--- src/design/u16d_pkg.sv ---
// ---------------------------------------------------------------------------
// u16d_pkg: shared types and constants for the UTF-16 byte stream decoder
// Status codes, byte order mark bytes, surrogate ranges and the result word.
// ---------------------------------------------------------------------------
`default_nettype none

package u16d_pkg;

  typedef enum logic [1:0] {
    ST_OK          = 2'd0,
    ST_ODD         = 2'd1,
    ST_LONE_LOW    = 2'd2,
    ST_MISSING_LOW = 2'd3
  } status_t;

  localparam logic [7:0]  BOM_FF    = 8'hFF;
  localparam logic [7:0]  BOM_FE    = 8'hFE;
  localparam logic [15:0] HIGH_MIN  = 16'hD800;
  localparam logic [15:0] HIGH_MAX  = 16'hDBFF;
  localparam logic [15:0] LOW_MIN   = 16'hDC00;
  localparam logic [15:0] LOW_MAX   = 16'hDFFF;

  // One accepted input byte.
  typedef struct packed {
    logic [7:0] byte_in;
    logic       last_byte;
  } in_word_t;

  // One result word.
  typedef struct packed {
    logic [15:0] code_unit;
    logic        unit_valid;
    logic        end_of_text;
    status_t     status;
  } result_t;

  function automatic logic is_high_half(input logic [15:0] u);
    return (u >= HIGH_MIN) && (u <= HIGH_MAX);
  endfunction

  function automatic logic is_low_half(input logic [15:0] u);
    return (u >= LOW_MIN) && (u <= LOW_MAX);
  endfunction

endpackage

`default_nettype wire

--- src/design/utf16_byte_stream_decoder.sv ---
// ---------------------------------------------------------------------------
// utf16_byte_stream_decoder: UTF-16 byte stream decoder with byte order mark
// Pairs bytes into code units, honours a leading mark and checks surrogates.
// ---------------------------------------------------------------------------
//  Channel  | Direction | tdata          | tlast        | tuser
//  s_*      | in        | [7:0] byte_in  | last_byte    | -
//  m_*      | out       | [15:0] code_unit | end_of_text | [0] unit_valid, [2:1] status
//
// Each byte word passes from the input register through the core into the
// result register; a word can be accepted every cycle while m_tready stays high.
// A result word is driven on the master side from the result register.
// A byte that opens a pair, and is not last, gives no result word.
// Reset clears both registers and the decoder state; a stalled master side
// holds its word and, once the input register is full, stalls the slave side.
// ---------------------------------------------------------------------------
`default_nettype none

module utf16_byte_stream_decoder (
  input  wire logic        clk,
  input  wire logic        rst,
  input  wire logic        s_tvalid,
  output logic             s_tready,
  input  wire logic [7:0]  s_tdata,   // [7:0] byte_in
  input  wire logic        s_tlast,
  output logic             m_tvalid,
  input  wire logic        m_tready,
  output logic      [15:0] m_tdata,   // [15:0] code_unit
  output logic             m_tlast,
  output logic      [2:0]  m_tuser    // [0] unit_valid, [2:1] status
);

  u16d_pkg::in_word_t s_word;
  u16d_pkg::in_word_t q_word;
  u16d_pkg::result_t  core_res;
  u16d_pkg::result_t  m_res;
  logic               q_valid;
  logic               take;
  logic               out_free;
  logic               core_res_valid;

  assign s_word.byte_in   = s_tdata;
  assign s_word.last_byte = s_tlast;

  // A word is consumed only when the result register can take its result.
  assign take = q_valid && out_free;

  u16d_in_stage u_in (
    .clk     (clk),
    .rst     (rst),
    .s_valid (s_tvalid),
    .s_ready (s_tready),
    .s_word  (s_word),
    .q_valid (q_valid),
    .q_word  (q_word),
    .q_take  (take)
  );

  u16d_core u_core (
    .clk       (clk),
    .rst       (rst),
    .take      (take),
    .word      (q_word),
    .res_valid (core_res_valid),
    .res       (core_res)
  );

  u16d_out_stage u_out (
    .clk     (clk),
    .rst     (rst),
    .load    (take && core_res_valid),
    .d_res   (core_res),
    .free    (out_free),
    .m_valid (m_tvalid),
    .m_ready (m_tready),
    .m_res   (m_res)
  );

  assign m_tdata = m_res.code_unit;
  assign m_tlast = m_res.end_of_text;
  assign m_tuser = {m_res.status, m_res.unit_valid};

endmodule

`default_nettype wire

--- src/design/u16d_in_stage.sv ---
// ---------------------------------------------------------------------------
// u16d_in_stage: input register
// Captures one byte word from the slave side and holds it until consumed.
// ---------------------------------------------------------------------------
`default_nettype none

module u16d_in_stage (
  input  wire logic             clk,
  input  wire logic             rst,
  input  wire logic             s_valid,
  output logic                  s_ready,
  input  wire u16d_pkg::in_word_t s_word,
  output logic                  q_valid,
  output u16d_pkg::in_word_t    q_word,
  input  wire logic             q_take
);

  logic               valid;
  u16d_pkg::in_word_t word;

  // A new word may enter when the register is empty or is being emptied.
  assign s_ready = !valid || q_take;
  assign q_valid = valid;
  assign q_word  = word;

  always_ff @(posedge clk) begin
    if (rst) begin
      valid <= 1'b0;
    end else if (s_ready) begin
      valid <= s_valid;
    end
  end

  always_ff @(posedge clk) begin
    if (s_valid && s_ready) begin
      word <= s_word;
    end
  end

endmodule

`default_nettype wire

--- src/design/u16d_core.sv ---
// ---------------------------------------------------------------------------
// u16d_core: pairing, byte order and surrogate checking
// Holds the decoder state and works out the result of one byte word.
// ---------------------------------------------------------------------------
`default_nettype none

module u16d_core (
  input  wire logic               clk,
  input  wire logic               rst,
  input  wire logic               take,
  input  wire u16d_pkg::in_word_t word,
  output logic                    res_valid,
  output u16d_pkg::result_t       res
);

  logic              [7:0] held_byte;
  logic                    have_held_byte;
  logic                    at_first_pair;
  logic                    big_endian;
  logic                    expect_low_half;
  u16d_pkg::status_t       error_code;

  logic              [7:0] held_byte_next;
  logic                    have_held_byte_next;
  logic                    at_first_pair_next;
  logic                    big_endian_next;
  logic                    expect_low_half_next;
  u16d_pkg::status_t       error_code_next;

  logic             [15:0] unit;
  logic                    mark;
  logic                    emit_unit;
  u16d_pkg::status_t       end_status;

  always_comb begin
    held_byte_next       = held_byte;
    have_held_byte_next  = have_held_byte;
    at_first_pair_next   = at_first_pair;
    big_endian_next      = big_endian;
    expect_low_half_next = expect_low_half;
    error_code_next      = error_code;
    mark                 = 1'b0;
    emit_unit            = 1'b0;
    end_status           = u16d_pkg::ST_OK;
    unit = big_endian ? {held_byte, word.byte_in} : {word.byte_in, held_byte};

    if (!have_held_byte) begin
      held_byte_next      = word.byte_in;
      have_held_byte_next = 1'b1;
      end_status          = u16d_pkg::ST_ODD;
    end else begin
      have_held_byte_next = 1'b0;
      if (at_first_pair) begin
        at_first_pair_next = 1'b0;
        if (held_byte == u16d_pkg::BOM_FF && word.byte_in == u16d_pkg::BOM_FE) begin
          mark = 1'b1;
        end else if (held_byte == u16d_pkg::BOM_FE && word.byte_in == u16d_pkg::BOM_FF) begin
          mark            = 1'b1;
          big_endian_next = 1'b1;
        end
      end
      if (!mark && error_code == u16d_pkg::ST_OK) begin
        if (expect_low_half) begin
          if (!u16d_pkg::is_low_half(unit)) begin
            error_code_next = u16d_pkg::ST_MISSING_LOW;
          end else begin
            expect_low_half_next = 1'b0;
            emit_unit            = 1'b1;
          end
        end else if (u16d_pkg::is_low_half(unit)) begin
          error_code_next = u16d_pkg::ST_LONE_LOW;
        end else begin
          if (u16d_pkg::is_high_half(unit)) begin
            expect_low_half_next = 1'b1;
          end
          emit_unit = 1'b1;
        end
      end
      // A text that stops after a high surrogate is reported as missing its partner.
      if (error_code_next == u16d_pkg::ST_OK && expect_low_half_next) begin
        end_status = u16d_pkg::ST_MISSING_LOW;
      end else begin
        end_status = error_code_next;
      end
    end

    // The last byte closes the text, and all state starts afresh.
    if (word.last_byte) begin
      have_held_byte_next  = 1'b0;
      at_first_pair_next   = 1'b1;
      big_endian_next      = 1'b0;
      expect_low_half_next = 1'b0;
      error_code_next      = u16d_pkg::ST_OK;
    end
  end

  always_comb begin
    res_valid       = word.last_byte || emit_unit;
    res.code_unit   = emit_unit ? unit : 16'h0000;
    res.unit_valid  = emit_unit;
    res.end_of_text = word.last_byte;
    res.status      = word.last_byte ? end_status : u16d_pkg::ST_OK;
  end

  always_ff @(posedge clk) begin
    if (rst) begin
      have_held_byte  <= 1'b0;
      at_first_pair   <= 1'b1;
      big_endian      <= 1'b0;
      expect_low_half <= 1'b0;
      error_code      <= u16d_pkg::ST_OK;
    end else if (take) begin
      have_held_byte  <= have_held_byte_next;
      at_first_pair   <= at_first_pair_next;
      big_endian      <= big_endian_next;
      expect_low_half <= expect_low_half_next;
      error_code      <= error_code_next;
    end
  end

  always_ff @(posedge clk) begin
    if (take) begin
      held_byte <= held_byte_next;
    end
  end

endmodule

`default_nettype wire

--- src/design/u16d_out_stage.sv ---
// ---------------------------------------------------------------------------
// u16d_out_stage: result register
// Holds one result word for the master side until it is taken.
// ---------------------------------------------------------------------------
`default_nettype none

module u16d_out_stage (
  input  wire logic              clk,
  input  wire logic              rst,
  input  wire logic              load,
  input  wire u16d_pkg::result_t d_res,
  output logic                   free,
  output logic                   m_valid,
  input  wire logic              m_ready,
  output u16d_pkg::result_t      m_res
);

  logic              valid;
  u16d_pkg::result_t res;

  assign free    = !valid || m_ready;
  assign m_valid = valid;
  assign m_res   = res;

  always_ff @(posedge clk) begin
    if (rst) begin
      valid <= 1'b0;
    end else if (free) begin
      valid <= load;
    end
  end

  always_ff @(posedge clk) begin
    if (free && load) begin
      res <= d_res;
    end
  end

endmodule

`default_nettype wire

--- config.mk ---
export PLATFORM = sky130hd
export DESIGN_NAME = utf16_byte_stream_decoder
export DESIGN_NICKNAME = d
export VERILOG_FILES = /design/src/design/u16d_pkg.sv /design/src/design/utf16_byte_stream_decoder.sv /design/src/design/u16d_in_stage.sv /design/src/design/u16d_core.sv /design/src/design/u16d_out_stage.sv
export SDC_FILE = /design/constraint.sdc
export NUM_CORES = 1
export LEC_CHECK = 0
export BUFFER_PORTS_ARGS = -buffer_cell sky130_fd_sc_hd__buf_2
export CAP_MARGIN = 20
export CORE_AREA = 2 2 65 67
export DETAILED_ROUTE_END_ITERATION = 16
export DIE_AREA = 0 0 67 69
export HOLD_SLACK_MARGIN = 0.15
export PLACE_DENSITY = 0.72
export SLEW_MARGIN = 20
export SYNTH_ARGS = -nofsm -noshare
export SYNTH_HDL_FRONTEND = slang
export SYNTH_SLANG_ARGS = --single-unit
export TNS_END_PERCENT = 50
--- constraint.sdc ---
create_clock -name clk -period 7.15 [get_ports clk]
set_input_delay 2.145 -clock clk [delete_from_list [all_inputs] [get_ports clk]]
set_output_delay 2.145 -clock clk [all_outputs]
set_load 0.03 [all_outputs]
Yosys cells after proc, flatten, opt, wreduce, memory -nomap -nowiden
Index checks and enable logic that the tools add are counted.
Word-level totals
  input port bits: 13
  flip-flop bits (word level): 45
  logic and storage cells: 85
  output and inout port bits: 22
Cells by class
  equal/unequal tests: 5
  order comparisons: 4
  bitwise gates (word level): 1
  reductions and logical operators: 25
  muxes and demuxes: 35
Operators with widths (number)
  8-bit == test, second input constant: 4
  16-bit greater-or-equal comparator, second input constant: 2
  16-bit less-or-equal comparator, second input constant: 2
  1-bit 2-to-1 mux: 26
  16-bit 2-to-1 mux: 1
  2-bit 2-to-1 mux: 8
  1-bit logical AND: 10
  2-bit AND reduction: 3
  2-bit nonzero test: 3
  5-bit AND reduction: 1
  2-bit zero test: 2
  1-bit zero test: 3
  1-bit logical OR: 3
  2-bit != test, second input constant: 1
  1-bit NOT: 1

Depth between registers and ports, before layout
  word-level depth: 14
  depth in mapped cells: 7

By module
A second synthesis with hierarchy kept.
Unflattened totals
  cell total of the unflattened synthesis: 139
  area total of the unflattened synthesis: 1905.6 µm²
By module, submodules not included
  u16d_core: area each 912.1 µm², instances 1, seq. area each 360.3 µm², cells each 98
  u16d_out_stage: area each 655.6 µm², instances 1, seq. area each 620.6 µm², cells each 25
  u16d_in_stage: area each 325.3 µm², instances 1, seq. area each 290.3 µm², cells each 14
  utf16_byte_stream_decoder: area each 12.5 µm², instances 1, seq. area each 0.0 µm², cells each 2

Least setup slack after synthesis
Ideal clock, no wire load.
  path kind: input port to output port
  start point: in m_tready
  end point: out s_tready
  path slack: 2.483 ns
  data required time: 5.005 ns
  arrival: 2.522 ns
  stages: 2
  cell sequence: nor2b_1 > nand2_1
Between the ends
  longest elaborated chain between the ends: 3
Ends and longest elaborated chain
  start, declared: line utf16_byte_stream_decoder.sv:26  | input wire logic m_tready,
  1-bit logical OR: line u16d_out_stage.sv:21  | assign free = !valid || m_ready;
  1-bit logical AND: line utf16_byte_stream_decoder.sv:45  | assign take = q_valid && out_free;
  1-bit logical OR: line u16d_in_stage.sv:22  | assign s_ready = !valid || q_take;
  end, declared: line utf16_byte_stream_decoder.sv:22  | output logic s_tready,
No other way between the ends.

Worst setup path in the final report
Ends and elaborated chain as after synthesis.

==> impl_metrics.py <==
metrics = {
    "setup_path": {
        "crit_path_top_delay_cell": "nor2b_1",
        "worst_setup_path_start_kind": "input pin",
        "arrival_ns": 2.71,
        "path_class": "input pin to output port",
        "crit_fanout": 3,
        "path_cells": "buf_2 > nor2b_1 > nand2_1 > buf_2",
        "crit_required_ns": 5.01,
        "crit_buf_inv": 2,
        "path_common_cell": "buf_2",
        "cpPeakStageDelay_ns": 0.19,
        "crit_family": "buffers and inverters",
        "worstSetupEndpointType": "output port",
    },
    "synthesis": {
        "synth_ff_type": "edfxtp_1",
        "yosysTopAreaCellShare_pct": 57.9,
        "syn-instance-count": 150,
        "netlist_area_um2": 1920,
        "ys_seq_elements": 45,
        "yosys.area.top_type": "edfxtp_1",
        "ys_warn_count": 0,
        "syn_nets": 163,
        "synth_area_leaders": "edfxtp_1, dfxtp_1, mux2i_1",
        "synth_edf_count": 37,
        "synth.distinct_cells": 33,
        "synth.avg_cell_area_um2": 12.8,
        "synth-seq-area-share_pct": 66.2,
        "async_reset_ff_share_pct": 0,
    },
    "timing": {
        "finalWorstSetupSlack_ns": 2.30,
        "skew_ns": 0.00278,
        "finalHoldViolCount": 0,
        "tns_ns": 0,
        "clock.fmax_mhz": 206,
        "worstMarginPinSlew_ns": 0.989,
        "slew_headroom_pct": 34.0,
        "min_period_over_period_pct": 67.9,
        "finalMaxSlewViolations": 0,
        "setup_viol": 0,
        "finalHoldWorstSlack_ns": 0.459,
        "rsz0062_at_grt": "no",
        "period_minus_slack_ns": 4.85,
    },
    "routing": {
        "drtIter0Drc": 46,
        "routed_wl_mm": 3.06,
        "detail_route.vias_per_cell": 5.33,
        "drt-pass1-iter-count": 4,
        "drt.antenna.violating_nets": 0,
        "wl_per_cell_um": 12.9,
        "drc": 0,
        "vias": 1269,
    },
    "floorplanning": {
        "start_util_pct": 49.1,
        "dieWidth_um": 67,
        "core_area_um2": 3910,
        "die-height_um": 69,
        "dieArea_um2": 4620,
        "rows": 23,
        "ioPinCount": 35,
    },
    "cells_and_area": {
        "diodes": 0,
        "most-common-layout-cells": "edfxtp_1, buf_2, nor2_1, mux2i_1, nand2_1",
        "final_common_cell": "edfxtp_1",
        "final_cell_area_um2": 2220,
        "fin_nets": 200,
        "fillers": 384,
        "syn2layout_area_growth_pct": 15.4,
        "drive_gt1_share_pct": 24.5,
    },
    "pwr": {
        "powerDensity_nw_per_um2": 215,
        "ir_drop_mv": 0.153,
        "p_total_mw": 0.477,
        "p_leak_nw": 0.793,
    },
    "clock_tree": {
        "root_buffer": "clkbuf_8",
        "clk_pin_slew_ns": 0.08,
        "h-tree-depth": 2,
        "cts_hold_buf": 0,
        "cts_setup_buffers": 0,
        "clock-sinks": 45,
        "cts_buffer_depth": 2,
        "cts_tree": "built",
        "cts_resized": 0,
        "clkLatencyLatePin_ns": 0.30,
        "numCtsBuffers": 5,
    },
    "global_route": {
        "grt_pass1_wl_mm": 5.06,
        "grt_max_degree": 22,
        "globalRouteOverflowTotal": 0,
        "grt_pass1_vias": 1107,
        "grt.total_usage_pct": 14.8,
        "antenna_found_initial": 0,
    },
    "placement": {
        "post_dp_cell_area_um2": 2120,
        "hpwlAfterDp_mm": 2.26,
        "place_ws_ns": 2.29,
        "globalplace.congestion": 0.917,
        "io_buffers": 34,
    },
    "run_status": {
        "status": "finished, final reports clean",
    },
    "run": {
        "drv_cap": 0,
    },
    "worst_hold_path": {
        "worstHoldPathType": "flop to flop",
    },
}
final cells by class:
cell class	instances	area, um^2	share of cell area (%)
inverter	4	15.0	0.677
multi-input combinational	97	612	27.6
clock buffer	5	68.8	3.10
tap	50	62.6	2.82
clock inverter	3	17.5	0.790
timing repair buffer	34	170	7.67
sequential	45	1270	57.3
per-layer routing:
layer	track usage [%]	share of wire, %	vias up
met3	5.55	8.7	3
met2	21.6	46	57
met4	7.48	1.7	0
li1	-	-	629
met5	0	0	-
met1	19.0	44	580
synth_stat cells (all sizes together) (2+ instances only):
library cell	number
nor3	3
nand4	2
dfxtp	8
inv	4
a21oi	8
nor2b	4
nor2	24
nand3	5
nand3b	3
nor4	2
nand2	10
edfxtp	37
a311oi	2
buf	2
mux2i	16
clkbuf	2
o21ai	2
and2	4
worst min-delay path, stage by stage (launching register included):
cell     delay [ns]
dfxtp_1        0.32
nand2_1        0.06
nand2_1        0.04
registers in the layout, summed over array words and instances (netlist names):
register and count:
u_out.m_res 20, u_in.q_word 9, u_core.held_byte 8, u_core.error_code 2, u_core.at_first_pair 1, u_core.big_endian 1, u_core.expect_low_half 1, u_core.have_held_byte 1
u_in.q_valid 1, u_out.m_valid 1
logic make-up after synthesis:
kind of cell / Yosys count / share of synthesized area [%]
AND/OR/NAND/NOR: 61 / 15.5
XOR/XNOR: 1 / 0.456
buffers and inverters: 8 / 2.54
multiplexers: 16 / 8.34
flip-flops: 45 / 66.2
AO/OA/AOI/OAI: 19 / 6.97
path summary, 6_finish.rpt:
check        depth (start not counted)              endpoint            startpoint  slack (ns)
max                                  4              s_tready              m_tready        2.30
min                                  2  u_core.at_first_pair  u_core.at_first_pair        0.46
max reg2reg                          4       u_out.m_res[11]     u_core.big_endian        3.85
min reg2reg                          2  u_core.at_first_pair  u_core.at_first_pair        0.46
power breakdown:
part / total [mW] / internal (mW) / switching [mW]
registers: 0.301 / 0.293 / 0.00768
logic: 0.0283 / 0.0102 / 0.0181
clock network: 0.148 / 0.0673 / 0.0807
total: 0.477 / 0.370 / 0.106
metrics by stage:
stage | utilization, % | cells
after floorplan | - | 150
after global placement | 54.3 | 230
after detailed placement | 54.3 | 230
after CTS | 56.5 | 238
after global routing | 56.6 | 238
final | 56.6 | 238
(Power assumes the default switching activity.)
